<file path="src/design/lsf_plist.sv">
// prime list memory, one write and one registered read port
`timescale 1ns / 1ps

module lsf_plist #(
  parameter int DEPTH = 256,
  parameter int IW    = 8,
  parameter int DW    = 10
) (
  input  logic          clk,
  input  logic          we,
  input  logic [IW-1:0] waddr,
  input  logic [DW-1:0] wdata,
  input  logic          re,
  input  logic [IW-1:0] raddr,
  output logic [DW-1:0] rdata
);

  logic [DW-1:0] mem [DEPTH];
  logic [DW-1:0] rdata_r;

  always_ff @(posedge clk) begin
    if (we) begin
      mem[waddr] <= wdata;
    end
    if (re) begin
      rdata_r <= mem[raddr];
    end
  end

  assign rdata = rdata_r;

endmodule

</file>
<file path="config.mk">
export PLATFORM = sky130hd
export DESIGN_NAME = lsf_plist
export DESIGN_NICKNAME = d
export VERILOG_FILES = /design/src/design/lsf_plist.sv
export SDC_FILE = /design/constraint.sdc
export NUM_CORES = 2
export LEC_CHECK = 0
export BUFFER_PORTS_ARGS = -buffer_cell sky130_fd_sc_hd__clkbuf_2
export CAP_MARGIN = 15
export CORE_MARGIN = 2
export CORE_UTILIZATION = 55
export DETAILED_ROUTE_END_ITERATION = 16
export HOLD_SLACK_MARGIN = 0.08
export PLACE_DENSITY = 0.71
export SLEW_MARGIN = 20
export SYNTH_ARGS = -nofsm -noshare
export SYNTH_HDL_FRONTEND = slang
export SYNTH_SLANG_ARGS = --single-unit
</file>
<file path="constraint.sdc">
create_clock -name clk -period 3.75 [get_ports clk]
set_clock_uncertainty 0.05 [all_clocks]
set_input_delay 0 -clock clk [delete_from_list [all_inputs] [get_ports clk]]
set_output_delay 0 -clock clk [all_outputs]
set_load 0.02 [all_outputs]
</file>
==> impl_metrics.csv <==
group,metric,value,unit
floorplanning,start_util,55.50,%
cells_and_area,syn2layout_area_growth,13.40,%
global_route,grt_pass1_wl,359.6,mm
cells_and_area,nFillCells,11734,
global_route,grt-ovfl-total,0,
critical_path,regToRegStartpoint,"mem[61][5]",
power_and_ir_drop,ir_drop,608.4,µV
drt,avgViaCountPerCell,6.660,
drt,highest_layer,"met5",
drt,m1WireLength,96.03,mm
clock_network,path_clk_slew,0.06,ns
synthesis,synth_ff_type,"edfxtp_1",
global_route,grt_usage,27.33,%
power_and_ir_drop,power_leakage,35.79,nW
drt,met2_length,115.6,mm
cells_and_area,drive_gt1_share,25.22,%
global_route,grt_antenna_before_repair,13,
cells_and_area,final_cell_area,112700,µm²
synthesis,yosys.area_share.simple,2.321,%
cells_and_area,final_cell_mix,"edfxtp_1 (2570), mux4_2 (495), buf_4 (377), nor2_1 (277), clkbuf_16 (243)",
synthesis,synth_top_family_by_area,"multiplexers",
power_and_ir_drop,p_comb_share,5.1,%
power_and_ir_drop,power.density,522.0,nW/µm²
place,gp_congestion,0.9145,
cells_and_area,final_common_cell,"edfxtp_1",
global_route,grt_max_degree,136,
synthesis,synth_seq_area_share,77.68,%
critical_path,rrSetupSlack,0.61,ns
synthesis,synth_edf_count,2570,
critical_path,slowest_delay,0.87,ns
synthesis,async_flop_share,0,%
critical_path,critical_path.max_fanout,1,
hold_path,min-delay-start,"wdata[6]",
synthesis,synth.net_count,4671,
floorplanning,fp.dieW,429.0,µm
clock_network,clock_sinks,2570,
synthesis,synthCells,4642,
run_status,status,"finished clean",
floorplanning,die-height,429.0,µm
critical_path,start_kind,"flop",
floorplanning,ioPinCount,39,
sta,drv_slew,0,
synthesis,yosys_warnings,0,
critical_path,crit_path_start,"mem[61][5]",
floorplanning,dieArea,184100,µm²
hold_path,hold_depth,2,
power_and_ir_drop,p_int,46.28,mW
synthesis,ys_ff_latch,2570,
synthesis,synth_compound_area_share,3.702,%
sta,fin_tns_setup,0,ns
sta,tightest_slew,1.280,ns
flow_run,cap_violations,0,
synthesis,synthXorXnorAreaFrac,0,%
drt,final_antenna_net_count,0,
critical_path,crit_path_end_kind,"flop",
sta,period_share,83.66,%
synthesis,synth_fa_ha_area_share,0,%
critical_path,worst_ep_arrival_time,3.66,ns
synthesis,synth_top_cell_by_area,"edfxtp_1",
power_and_ir_drop,power_frac_seq,53.9,%
drt,drt_iter0_markers,8249,
clock_network,root_buffer,"clkbuf_16",
synthesis,syn_area,99350,µm²
drt,vias,51035,
clock_network,htree_num_levels,4,
drt,wl_per_cell,32.86,µm
cells_and_area,nets,5115,
drt,first_pass_iters,6,
cells_and_area,utilization,62.94,%
sta,hold_violations,0,
floorplanning,core,179000,µm²
drt,wl,251.8,mm
sta,rsz0062_at_grt,"no",
place,hpwl,156.8,mm
critical_path,critical_path.cell_chain,"mux4_2 -> nor2b_1 -> a2111oi_0 -> buf_4 -> a211oi_1 -> nor3_1 -> nor4_1",
floorplanning,rows,155,
clock_network,cts_made_buffers,241,
global_route,grt_pass1_vias,49188,
place,portBuffers,38,
sta,layout_min_cycle_time,3.137,ns
synthesis,synth_top_area_share,77.68,%
synthesis,synth_cell_types,52,
synthesis,synth_area_leaders,"edfxtp_1 (78%), mux4_2 (11%), mux2i_1 (2.1%), a22oi_1 (1.4%), nor2_1 (1.1%)",
drt,wl_met3,30.31,mm
drt,drc,0,
place,postPlaceCellArea,104500,µm²
critical_path,critPathSlowestCell,"nor3_1",
power_and_ir_drop,swShare,21.32,%
sta,relSlewSlack,13.87,%
clock_network,clock_latency,0.88,ns
sta,fmax,318.8,MHz
critical_path,required,4.27,ns
synthesis,synth.area.mux_share,14.42,%
power_and_ir_drop,clockPowerShare,40.9,%
critical_path,crit_type,"reg2reg",
synthesis,avgSynthCellArea,21.40,µm²
critical_path,rr_worst_depth,7,
clock_network,cts_buffer_depth,3,
power_and_ir_drop,p_sw,12.54,mW
hold_path,hold_path.class,"in2reg",
sta,setup_violations,0,
clock_network,cts_tree,"yes",
state kept, by name, indices dropped and copies added (netlist names):
register  count
mem        2560
rdata        10
final timing paths:
check,endpoint
max reg2reg,rdata[5]
min reg2reg,rdata[9]
max,rdata[5]
min,mem[225][6]
worst max-delay path: cells and delay by family (launching register included):
kind / cells / cell delay (ns)
and+or+nand+nor: 3 / 1.17
AOI/OAI and AO/OA: 2 / 0.56
muxes: 1 / 0.50
DFF: 1 / 0.36
buffers and inverters: 1 / 0.22
routing by layer:
metal	vias up	track usage [%]
met4	6	9.743
met1	26782	39.20
li1	20507	-
met3	463	7.453
met5	-	0
met2	3277	40.86
logic make-up (layout without fill, tap and decap cells):
family / Yosys count / count (layout)
other: 0 / 7
flip-flops: 2570 / 2570
AO/OA/AOI/OAI: 525 / 525
buffers and inverters: 287 / 946
multiplexers: 746 / 746
AND/OR/NAND/NOR: 514 / 514
cells in the mapped netlist (all sizes together), types with 6 or more instances:
cell and number:
edfxtp 2570, a31oi 11, o22ai 57, a221oi 15, a21oi 113, o21ai 12, a311oi 10, or3 6
o22a 8, nand3 39, o221ai 40, nand2b 12, clkbuf 132, a22oi 191, buf 152, nor4 27
o32ai 11, nand4 11, a21o 6, nor2 292, mux4 536, o21a 8, nand2 47, o211ai 8
nor3 33, mux2i 210, or2 8, a211oi 10, nor2b 24, o31ai 6, a22o 13
power groups by stage:
| stage | clock, mW | sequential [mW] | combinational, mW |
|---|---|---|---|
| 3_5_place_dp | 0 | 32.3 | 2.95 |
| 5_1_grt | 25.4 | 31.7 | 3.14 |
| 2_1_floorplan | 0 | 32.3 | 1.52 |
| 6_report | 24.1 | 31.7 | 3.01 |
| 3_3_place_gp | 0 | 32.3 | 2.91 |
| 4_1_cts | 24.3 | 31.7 | 2.98 |
area by class of cell:
cell class | count | area, µm² | area share, %
diodes | 7 | 17.52 | 0.01555
clock inverters | 170 | 1580 | 1.403
multi-input cells | 1785 | 20400 | 18.11
clock buffers | 288 | 6250 | 5.547
flip-flops and latches | 2570 | 77170 | 68.49
inverters | 3 | 11.26 | 0.009994
well taps | 2355 | 2947 | 2.615
repair buffers | 485 | 4289 | 3.807
timing repair:
action	in CTS	in global routing
endpoints found under the hold margin	2710	0
buffers inserted	0	0
hold buffers	26	0
gates resized for setup	0	0
metrics by stage:
step | power (mW) | cells | hold slack (ns) | setup WS [ns]
2_1_floorplan | 33.85 | 4642 | 0.04887 | 1.620
3_3_place_gp | 35.24 | 7172 | 0.4792 | 0.04957
3_5_place_dp | 35.29 | 7172 | 0.5032 | 0.07839
4_1_cts | 59.01 | 7656 | 0.1487 | 0.6712
5_1_grt | 60.24 | 7657 | 0.1666 | 0.5724
6_report | 58.82 | 7663 | 0.1714 | 0.6128
Note: power is estimated with default switching activity, not from simulation.
